## src/design/xtea_pkg.sv

```systemverilog
`default_nettype none

package xtea_pkg;

   localparam int unsigned WORD_W  = 32;
   localparam int unsigned BLOCK_W = 64;
   localparam int unsigned ROUND_W = 8;
   localparam int unsigned CNT_W   = ROUND_W + 1;
   localparam int unsigned INDEX_W = 3;
   localparam int unsigned KEY_N   = 4;

   localparam logic [WORD_W-1:0] XTEA_DELTA = 32'h9E37_79B9;
   localparam int unsigned MIX_SHL = 4;
   localparam int unsigned MIX_SHR = 5;
   localparam int unsigned KEY_HI_SHR = 11;

   localparam logic [ROUND_W-1:0] ROUND_COUNT_RESET = 8'd32;

   typedef enum logic [INDEX_W-1:0] {
      REG_KEY_WORD0   = 3'd0,
      REG_KEY_WORD1   = 3'd1,
      REG_KEY_WORD2   = 3'd2,
      REG_KEY_WORD3   = 3'd3,
      REG_INIT_VECTOR = 3'd4,
      REG_ROUND_COUNT = 3'd5,
      REG_DECRYPT     = 3'd6
   } reg_index_type;

   typedef enum logic [1:0] {
      ST_IDLE,
      ST_RUN,
      ST_FINISH
   } state_type;

   function automatic logic [WORD_W-1:0] mix_word(input logic [WORD_W-1:0] w);
      return ((w << MIX_SHL) ^ (w >> MIX_SHR)) + w;
   endfunction

endpackage

`default_nettype wire

```

## src/design/xtea_cbc_block_cipher.sv

```systemverilog
`default_nettype none

// XTEA in CBC mode, one 64-bit block (two 32-bit words) per request word.
// A shared half-round unit updates one cipher word per cycle while the
// block runs, and the request side stalls until the result has been
// written to the output register, which may wait on the response side.
// The result sits in an output register until taken; the next request is
// accepted in the cycle after the result has been written there.
// Configuration (key, IV, round count, mode) must be written only while
// the block is idle; the block itself does not enforce this. first_block
// restarts the chain from the IV; otherwise the last ciphertext block is
// used, zero after reset.
module xtea_cbc_block_cipher (
   input  wire logic        clock,
   input  wire logic        reset,
   input  wire logic        csr_write_enable,
   input  wire logic [2:0]  csr_index,
   input  wire logic [63:0] csr_write_data,
   input  wire logic        req_valid,
   output logic             req_stall,
   input  wire logic [31:0] req_in_word0,
   input  wire logic [31:0] req_in_word1,
   input  wire logic        req_first_block,
   output logic             rsp_valid,
   input  wire logic        rsp_stall,
   output logic [31:0]      rsp_out_word0,
   output logic [31:0]      rsp_out_word1
);

   localparam int unsigned WW = xtea_pkg::WORD_W;
   localparam int unsigned BW = xtea_pkg::BLOCK_W;

   logic [WW-1:0]                  key_ff [xtea_pkg::KEY_N];
   logic [BW-1:0]                  iv_ff;
   logic [xtea_pkg::ROUND_W-1:0]   rounds_ff;
   logic                           decrypt_ff;

   xtea_pkg::state_type            state_ff, state_in;
   logic [WW-1:0]                  a_ff, a_in, b_ff, b_in, s_ff, s_in;
   logic [xtea_pkg::CNT_W-1:0]     cnt_ff, cnt_in;
   logic                           phase_ff, phase_in;
   logic [BW-1:0]                  prev_ff, prev_in;
   logic [BW-1:0]                  chain_ff, chain_in;
   logic                           rsp_valid_ff, rsp_valid_in;
   logic [BW-1:0]                  rsp_ff, rsp_in;

   logic                           req_take, rsp_free;
   logic [BW-1:0]                  prev_sel, blk, result;
   logic                           use_hi;
   logic [1:0]                     key_idx;
   logic [WW-1:0]                  src, dst, term, dst_new, s_step;

   always_ff @(posedge clock) begin
      if (reset) begin
         for (int i = 0; i < xtea_pkg::KEY_N; i++) key_ff[i] <= '0;
         iv_ff      <= '0;
         rounds_ff  <= xtea_pkg::ROUND_COUNT_RESET;
         decrypt_ff <= 1'b0;
      end else if (csr_write_enable) begin
         case (csr_index)
            xtea_pkg::REG_KEY_WORD0:   key_ff[0]  <= csr_write_data[WW-1:0];
            xtea_pkg::REG_KEY_WORD1:   key_ff[1]  <= csr_write_data[WW-1:0];
            xtea_pkg::REG_KEY_WORD2:   key_ff[2]  <= csr_write_data[WW-1:0];
            xtea_pkg::REG_KEY_WORD3:   key_ff[3]  <= csr_write_data[WW-1:0];
            xtea_pkg::REG_INIT_VECTOR: iv_ff      <= csr_write_data;
            xtea_pkg::REG_ROUND_COUNT: rounds_ff  <= csr_write_data[xtea_pkg::ROUND_W-1:0];
            xtea_pkg::REG_DECRYPT:     decrypt_ff <= csr_write_data[0];
            default: ;
         endcase
      end
   end

   assign req_stall = (state_ff != xtea_pkg::ST_IDLE);
   assign req_take  = req_valid && !req_stall;
   assign rsp_free  = !rsp_valid_ff || !rsp_stall;

   assign prev_sel = req_first_block ? iv_ff : chain_ff;
   assign blk      = {req_in_word1, req_in_word0};

   // half-round unit: encrypt updates a then b, decrypt b then a
   always_comb begin
      use_hi  = decrypt_ff ? !phase_ff : phase_ff;
      key_idx = use_hi ? s_ff[xtea_pkg::KEY_HI_SHR +: 2] : s_ff[1:0];
      if (decrypt_ff ^ phase_ff) begin
         src = a_ff;
         dst = b_ff;
      end else begin
         src = b_ff;
         dst = a_ff;
      end
      term    = xtea_pkg::mix_word(src) ^ (s_ff + key_ff[key_idx]);
      dst_new = decrypt_ff ? dst - term : dst + term;
      s_step  = decrypt_ff ? s_ff - xtea_pkg::XTEA_DELTA : s_ff + xtea_pkg::XTEA_DELTA;
   end

   assign result = decrypt_ff ? ({b_ff, a_ff} ^ prev_ff) : {b_ff, a_ff};

   always_comb begin
      state_in     = state_ff;
      a_in         = a_ff;
      b_in         = b_ff;
      s_in         = s_ff;
      cnt_in       = cnt_ff;
      phase_in     = phase_ff;
      prev_in      = prev_ff;
      chain_in     = chain_ff;
      rsp_in       = rsp_ff;
      rsp_valid_in = rsp_valid_ff && rsp_stall;
      case (state_ff)
         xtea_pkg::ST_IDLE: begin
            if (req_take) begin
               prev_in  = prev_sel;
               phase_in = 1'b0;
               cnt_in   = {rounds_ff, 1'b0};
               if (decrypt_ff) begin
                  {b_in, a_in} = blk;
                  chain_in     = blk;
                  s_in = WW'(xtea_pkg::XTEA_DELTA * WW'(rounds_ff));
               end else begin
                  {b_in, a_in} = blk ^ prev_sel;
                  s_in         = '0;
               end
               state_in = (rounds_ff == '0) ? xtea_pkg::ST_FINISH : xtea_pkg::ST_RUN;
            end
         end
         xtea_pkg::ST_RUN: begin
            if (decrypt_ff ^ phase_ff) b_in = dst_new;
            else                       a_in = dst_new;
            if (!phase_ff) s_in = s_step;
            phase_in = !phase_ff;
            cnt_in   = cnt_ff - 1'b1;
            if (cnt_ff == xtea_pkg::CNT_W'(1)) state_in = xtea_pkg::ST_FINISH;
         end
         xtea_pkg::ST_FINISH: begin
            if (rsp_free) begin
               rsp_in       = result;
               rsp_valid_in = 1'b1;
               if (!decrypt_ff) chain_in = result;
               state_in = xtea_pkg::ST_IDLE;
            end
         end
         default: state_in = xtea_pkg::ST_IDLE;
      endcase
   end

   always_ff @(posedge clock) begin
      if (reset) begin
         state_ff     <= xtea_pkg::ST_IDLE;
         rsp_valid_ff <= 1'b0;
         chain_ff     <= '0;
      end else begin
         state_ff     <= state_in;
         rsp_valid_ff <= rsp_valid_in;
         chain_ff     <= chain_in;
      end
   end

   always_ff @(posedge clock) begin
      a_ff     <= a_in;
      b_ff     <= b_in;
      s_ff     <= s_in;
      cnt_ff   <= cnt_in;
      phase_ff <= phase_in;
      prev_ff  <= prev_in;
      rsp_ff   <= rsp_in;
   end

   assign rsp_valid     = rsp_valid_ff;
   assign rsp_out_word0 = rsp_ff[WW-1:0];
   assign rsp_out_word1 = rsp_ff[BW-1:WW];

endmodule

`default_nettype wire
```

## config.mk

```make
export PLATFORM = sky130hd
export DESIGN_NAME = xtea_cbc_block_cipher
export DESIGN_NICKNAME = d
export VERILOG_FILES = /design/src/design/xtea_pkg.sv /design/src/design/xtea_cbc_block_cipher.sv
export SDC_FILE = /design/constraint.sdc
export NUM_CORES = 1
export LEC_CHECK = 0
export ABC_AREA = 1
export BUFFER_PORTS_ARGS = -buffer_cell sky130_fd_sc_hd__buf_2
export CAP_MARGIN = 20
export CORE_MARGIN = 5
export CORE_UTILIZATION = 40
export DETAILED_ROUTE_END_ITERATION = 16
export PLACE_DENSITY_LB_ADDON = 0.3
export REMOVE_ABC_BUFFERS = 1
export SYNTH_ARGS = -nofsm -noshare
export SYNTH_HDL_FRONTEND = slang
export SYNTH_SLANG_ARGS = --single-unit
```

## constraint.sdc

```tcl
create_clock -name clock -period 7.76 [get_ports clock]
set_input_delay 1.552 -clock clock [delete_from_list [all_inputs] [get_ports clock]]
set_output_delay 1.552 -clock clock [all_outputs]
set_load 0.01 [all_outputs]
```

==> results of run 1 <==
[cells in the mapped netlist (all sizes together) (2+ instances only)]
library cell / instances / area (sq um)
a22oi: 2 / 15.0
buf: 13 / 58.8
o21ai: 416 / 2110
nor4: 3 / 18.8
nand3: 267 / 1370
a31oi: 10 / 62.6
and2: 8 / 50.1
fa: 66 / 1320
xnor2: 55 / 489
ha: 196 / 2450
a211oi: 128 / 961
a221oi: 6 / 52.6
a21o: 9 / 67.6
a32o: 4 / 40.0
o22ai: 8 / 56.3
a22o: 4 / 35.0
o21a: 5 / 37.5
clkbuf: 155 / 582
or2: 10 / 62.6
o221ai: 2 / 17.5
xor2: 72 / 653
a21boi: 7 / 52.6
o21bai: 10 / 75.1
nand3b: 13 / 97.6
edfxtp: 362 / 10900
and3: 3 / 18.8
a21oi: 275 / 1380
nand4: 25 / 156
nor3: 28 / 145
inv: 696 / 2610
o211ai: 5 / 37.5
o32ai: 31 / 272
dfxtp: 140 / 2800
o31ai: 4 / 30.0
nor2: 552 / 2090
nand2: 1130 / 4290
[worst max-delay path by stage]
stage	to	cells past startpoint	slack, ns	from
floorplan	a_ff[31]	33	-5.98	decrypt_ff
global placement	a_ff[29]	35	1.20	decrypt_ff
detailed placement	b_ff[31]	39	1.17	decrypt_ff
CTS	a_ff[29]	38	1.17	decrypt_ff
global route	a_ff[31]	39	0.49	decrypt_ff
finish	a_ff[28]	34	1.01	decrypt_ff
[stage by stage]
step / setup WS [ns] / area (sq um) / TNS [ns] / std cells
3_5_place_dp: 1.17 / 38000 / 0 / 5991
5_1_grt: 0.485 / 39900 / 0 / 6092
3_3_place_gp: 1.20 / 38000 / 0 / 5991
6_report: 1.01 / 39900 / 0 / 6092
4_1_cts: 1.17 / 39900 / 0 / 6092
2_1_floorplan: -5.98 / 34900 / -561.18 / 4558
[layout by cell type (no fill, tap or decap), types with 11 or more instances in the layout]
cell type / n
nand2_2: 16
buf_4: 62
edfxtp_1: 362
a21oi_1: 273
ha_1: 196
dfxtp_1: 139
nor3_1: 27
nand3_1: 260
fa_1: 66
nand3b_1: 13
nand4_1: 25
clkbuf_16: 58
nor2_1: 543
o21ai_0: 396
o32ai_1: 31
inv_2: 11
xor2_1: 69
xnor2_1: 54
o21ai_1: 11
nand2_1: 1112
inv_1: 681
buf_2: 201
a211oi_1: 128
[state kept, by name, indices dropped and copies added (netlist names), 9 cells and up]
signal / count
key_ff: 128
chain_ff: 64
iv_ff: 64
prev_ff: 64
rsp_ff: 64
a_ff: 32
b_ff: 32
s_ff: 32
cnt_ff: 9
[cell families after synthesis]
group	Yosys count
AOI/OAI and AO/OA	930
adders and majority gates	262
xor gates and xnor gates	127
DFF	502
buffers and inverters	864
and+or+nand+nor	2041
[layer usage]
layer  track usage  vias to the layer above  routed length [um]
met5             0                        -                   0
met4        0.0578                        0                2860
met3        0.0233                      145                7110
met2         0.392                     1037               53500
met1         0.340                    15100               53000
li1              -                    15900                   -
[worst max-delay path: cells and delay by family, from the launching register on]
family | cells | cell delay, ns
XOR/XNOR | 1 | 0.38
AO/OA/AOI/OAI | 8 | 1.97
flip-flops | 1 | 0.55
adder cells (fa/ha/maj) | 2 | 0.63
buffers and inverters | 5 | 0.77
AND/OR/NAND/NOR | 18 | 2.16
[layout make-up]
cell class | count | share of cell area
Clock buffer | 73 | 0.0395
Clock inverter | 28 | 0.00971
Inverter | 696 | 0.0657
Multi-Input combinational cell | 3360 | 0.467
Sequential cell | 502 | 0.342
Tap cell | 1165 | 0.0365
Timing Repair Buffer | 268 | 0.0393
==> results.json, run 1 <==
{
  "rsz0062_at_grt": "false",
  "cts_resized": 0,
  "via_per_inst": 5.29,
  "synthCells": 4726,
  "cp-end-kind": "flip-flop",
  "fin_crit_sh": 0.869,
  "fin_util": 0.453,
  "yosys.area_share.xor_xnor": 0.0322,
  "rr_endpoint": "a_ff[28]",
  "drv_cap": 0,
  "synth-compound-area-share": 0.150,
  "start_util": 0.402,
  "finalHoldViolCount": 0,
  "fp-row-count": 109,
  "wl_per_cell_um": 19.1,
  "hold_class": "reg -> reg",
  "crit_type": "reg -> reg",
  "drv_slew": 0,
  "antenna_found_initial": 3,
  "synth_cell_type_count": 59,
  "tightest_slew_ns": 1.13,
  "syn2layout_area_growth_pct": 12.6,
  "synthMuxAreaShare": 0,
  "rrSetupSlack_ns": 1.01,
  "worst-path-max-fanout": 47,
  "nFillCells": 8877,
  "crit_slowest_cell": "o32ai_1",
  "cp.required_ns": 8.11,
  "r2r_start": "decrypt_ff",
  "gp_congestion": 1.00,
  "grt_pass1_vias": 30400,
  "hold_ws_ns": 0.462,
  "grt_start_max_net_pins": 166,
  "track_usage": 0.238,
  "boundaryPins": 203,
  "fin_nets": 5281,
  "clkLatencyLatePin_ns": 0.62,
  "synth_ff_type": "edfxtp_1",
  "clock-sinks": 502,
  "slew_headroom": 0.244,
  "finClkSkew_ns": 0.0396,
  "worstPathArrival_ns": 7.10,
  "cts.clk_slew.worst_paths_ns": 0.07,
  "multi_input_area_sq_mm": 0.0187,
  "gr-total-overflow": 0,
  "synthesis.area_sq_mm": 0.0355,
  "die_w_um": 308,
  "postCtsHoldBufs": 0,
  "place_hpwl_um": 88500,
  "postCtsSetupRepairBufs": 0,
  "totalWireLength_um": 116000,
  "antenna_left": 0,
  "worst_path_most_repeated_cell": "nand2_1",
  "worstSetupStartpointType": "flip-flop",
  "ys_ff_latch": 502,
  "layout.area.seq_sq_mm": 0.0137,
  "numCtsBuffers": 54,
  "synthSimpleGateAreaFrac": 0.234,
  "vias": 32200,
  "synthAdderAreaFrac": 0.106,
  "cts.path.max_buffers": 3,
  "fmaxAchievable_mhz": 148,
  "synth.yosys.seq_area_share": 0.385,
  "critical_path.max_stage_delay_ns": 0.56,
  "hold_depth": 2,
  "die_h_um": 308,
  "avgSynthCellArea_sq_um": 7.51,
  "holdPathEnd": "chain_ff[36]",
  "root_buffer": "clkbuf_16",
  "synthArstFlopShare": 0,
  "fp.dieArea_sq_mm": 0.0948,
  "r2r_cells": 34,
  "synth_top_family_by_area": "simple AND/OR/NAND/NOR gates",
  "antenna_cells": 0,
  "status": "finished clean",
  "port_buffers": 202,
  "drtIter0Drc": 2945,
  "finalCriticalPeriod_ns": 6.75,
  "tritoncts": "yes",
  "setup_viol": 0,
  "ys_warn_count": 0,
  "drt_first_pass_iters": 6,
  "htree_levels": 2,
  "core-area_sq_mm": 0.0882,
  "drc": 0,
  "drive_gt1_frac": 0.0879,
  "min_from": "chain_ff[36]",
  "synth_edf_count": 362,
  "grt_pass1_wl_um": 178000
}
Power of run 1 is not shown: default switching activity piles up to over one toggle a cycle in this logic, so the estimate is an artifact.
==> run 2, diff against run 1 <==
- ABC_AREA: 1 -> 0
==> run 2 against run 1 <==
Net effect: global-route usage fell by 3.1 points; area after synthesis fell by 7.9%; setup slack got worse by 0.60 ns; cell area fell by 6.7%; worst hold slack got worse by 0.016 ns; die area fell by 7.6%; non-clock buffer count rose by 3; register-to-register slack got worse by 0.60 ns; wire length fell by 20%; maximum frequency fell by 8.1%; critical path depth fell by 6; flip-flop and latch count did not move; largest cell class unchanged; highest routed layer is now met5.
==> results.json, run 2 <==
{
  "antenna_found_initial": 15,
  "holdPathEnd": "chain_ff[24]",
  "tritoncts": "yes",
  "rr_endpoint": "b_ff[31]",
  "cp.required_ns": 8.08,
  "ys_ff_latch": 502,
  "fin_crit_sh": 0.946,
  "postPlaceCellArea_sq_mm": 0.0351,
  "gp_congestion": 0.894,
  "hold_depth": 2,
  "multi_input_area_sq_mm": 0.0182,
  "layout_setup_ws_ns": 0.418,
  "finalCriticalPeriod_ns": 7.34,
  "crit_slowest_cell": "mux4_2",
  "synth_edf_count": 362,
  "synth_cell_type_count": 85,
  "min_from": "chain_ff[24]",
  "nFillCells": 7612,
  "worstPathArrival_ns": 7.66,
  "grt_pass1_wl_um": 142000,
  "slew_headroom": 0.329,
  "worst-path-max-fanout": 13,
  "yosys-top-cells-area": "edfxtp_1 33%, dfxtp_1 8.6%, ha_1 7.5%",
  "postCtsHoldBufs": 0,
  "hold_class": "reg -> reg",
  "synthTopCellsByCount": "446 x nand2_1, 362 x edfxtp_1, 330 x a21oi_1",
  "clkLatencyLatePin_ns": 0.64,
  "syn2layout_area_growth_pct": 14.0,
  "worstSetupStartpointType": "flip-flop",
  "cts.path.max_buffers": 3,
  "avgSynthCellArea_sq_um": 10.1,
  "critical_path.max_stage_delay_ns": 0.50,
  "final_common_cell": "nand2_1",
  "synthesis.area_sq_mm": 0.0327,
  "die_h_um": 296,
  "fmaxAchievable_mhz": 136,
  "clock-sinks": 502,
  "dp.cells": 4400,
  "synth_ff_type": "edfxtp_1",
  "r2r_cells": 28,
  "cp-end-kind": "flip-flop",
  "largest_reg_flops": 128,
  "most-common-layout-cells": "446 x nand2_1, 362 x edfxtp_1, 328 x a21oi_1",
  "start_util": 0.405,
  "rrSetupSlack_ns": 0.42,
  "setup_viol": 0,
  "synth.yosys.seq_area_share": 0.418,
  "yosysTopAreaCell": "edfxtp_1",
  "drt_first_pass_iters": 5,
  "htree_levels": 2,
  "port_buffers": 202,
  "synth_top_area_share": 0.332,
  "worst_path_most_repeated_cell": "a21oi_1",
  "fin_nets": 3811,
  "drive_gt1_frac": 0.165,
  "dp_slack_ns": 0.0813,
  "drv_cap": 0,
  "antenna_left": 0,
  "track_usage": 0.207,
  "status": "finished clean",
  "fp.dieArea_sq_mm": 0.0876,
  "core-area_sq_mm": 0.0808,
  "via_per_inst": 5.40,
  "fin_area_sq_mm": 0.0373,
  "drv_slew": 0,
  "yosysMostFrequentCell": "nand2_1",
  "crit_type": "reg -> reg",
  "finClkSkew_ns": 0.0393,
  "drc": 0,
  "tightest_slew_ns": 1.01,
  "grt_pass1_vias": 24100,
  "drtIter0Drc": 1639,
  "cts.clk_slew.worst_paths_ns": 0.06,
  "ys_warn_count": 0,
  "totalWireLength_um": 93300,
  "top_register": "key_ff",
  "grt_start_max_net_pins": 78,
  "boundaryPins": 203,
  "root_buffer": "clkbuf_16",
  "place_hpwl_um": 66100,
  "numCtsBuffers": 58,
  "stdcell_count": 4531,
  "wl_per_cell_um": 20.6,
  "layout.area.seq_sq_mm": 0.0137,
  "synthCells": 3224,
  "hold_ws_ns": 0.446,
  "finalHoldViolCount": 0,
  "fp-row-count": 104,
  "die_w_um": 296,
  "r2r_start": "phase_ff",
  "synthArstFlopShare": 0,
  "vias": 24500,
  "gr-total-overflow": 0
}
-- run 2: changes by cell type after synthesis, sizes merged, moves of 72 or more --
cell / previous run / this run
a211oi: 128 / 18
and2: 8 / 144
inv: 696 / 146
mux2: 0 / 110
nand2: 1130 / 446
nand2b: 0 / 82
nand3: 267 / 45
nor2: 552 / 111
o211ai: 5 / 77
o21ai: 416 / 91
xnor2: 55 / 207
-- run 2: cells by family (layout without fill, tap and decap cells) --
family / count (synthesis) / count (layout) / synth area share
XOR/XNOR: 344 / 344 / 0.0939
other: 0 / 9 / 0
buffers and inverters: 289 / 527 / 0.0332
AO/OA/AOI/OAI: 710 / 710 / 0.133
adder cells (fa/ha/maj): 262 / 262 / 0.115
AND/OR/NAND/NOR: 953 / 953 / 0.140
flip-flops: 502 / 502 / 0.418
multiplexers: 164 / 164 / 0.0667
-- run 2: critical path, delay by kind of cell, from the launching register on --
| kind | cells | cell delay (ns) |
|---|---|---|
| buf+inv | 1 | 0.18 |
| fa+ha+maj | 3 | 1.06 |
| flops | 1 | 0.44 |
| mux | 2 | 0.80 |
| compound gates | 11 | 2.07 |
| simple gates | 6 | 1.15 |
| xor+xnor | 5 | 1.32 |
-- run 2: repair_timing --
action	4_1_cts	5_1_grt
gates resized for setup	0	30
setup buffers	0	9
setup endpoints to repair	0	10
-- run 2: routing by layer --
metal / up-vias / share of wire / track usage
met2: 624 / 0.48 / 0.351
met5: - / 0.00057 / 0
li1: 11800 / - / -
met3: 123 / 0.054 / 0.0321
met4: 8 / 0.024 / 0.0492
met1: 11900 / 0.45 / 0.282
-- run 2: worst max-delay path by stage --
| stage | to | startpoint | cells after the start | slack [ns] |
|---|---|---|---|---|
| 4_1_cts | b_ff[31] | phase_ff | 30 | 0.003 |
| 5_1_grt | b_ff[31] | phase_ff | 29 | -0.005 |
| 3_5_place_dp | b_ff[31] | phase_ff | 28 | 0.08 |
| 3_3_place_gp | a_ff[31] | phase_ff | 28 | 0.20 |
| 2_1_floorplan | a_ff[31] | decrypt_ff | 28 | -7.52 |
| 6_report | b_ff[31] | phase_ff | 28 | 0.42 |
-- run 2: cell type report --
type,instances,share of cell area
well taps,1060,0.0356
flip-flops and latches,502,0.367
repair buffers,271,0.0440
clock inverters,32,0.00732
inverters,146,0.0148
clock buffers,78,0.0429
diodes,9,0.000604
multi-input cells,2433,0.488
-- run 2: per-stage QoR --
step            util  setup TNS [ns]
2_1_floorplan      -         -467.88
3_3_place_gp   0.434               0
3_5_place_dp   0.434               0
4_1_cts        0.457               0
5_1_grt        0.461        -0.00453
6_report       0.461               0
Power of run 2 is left out for the same reason.
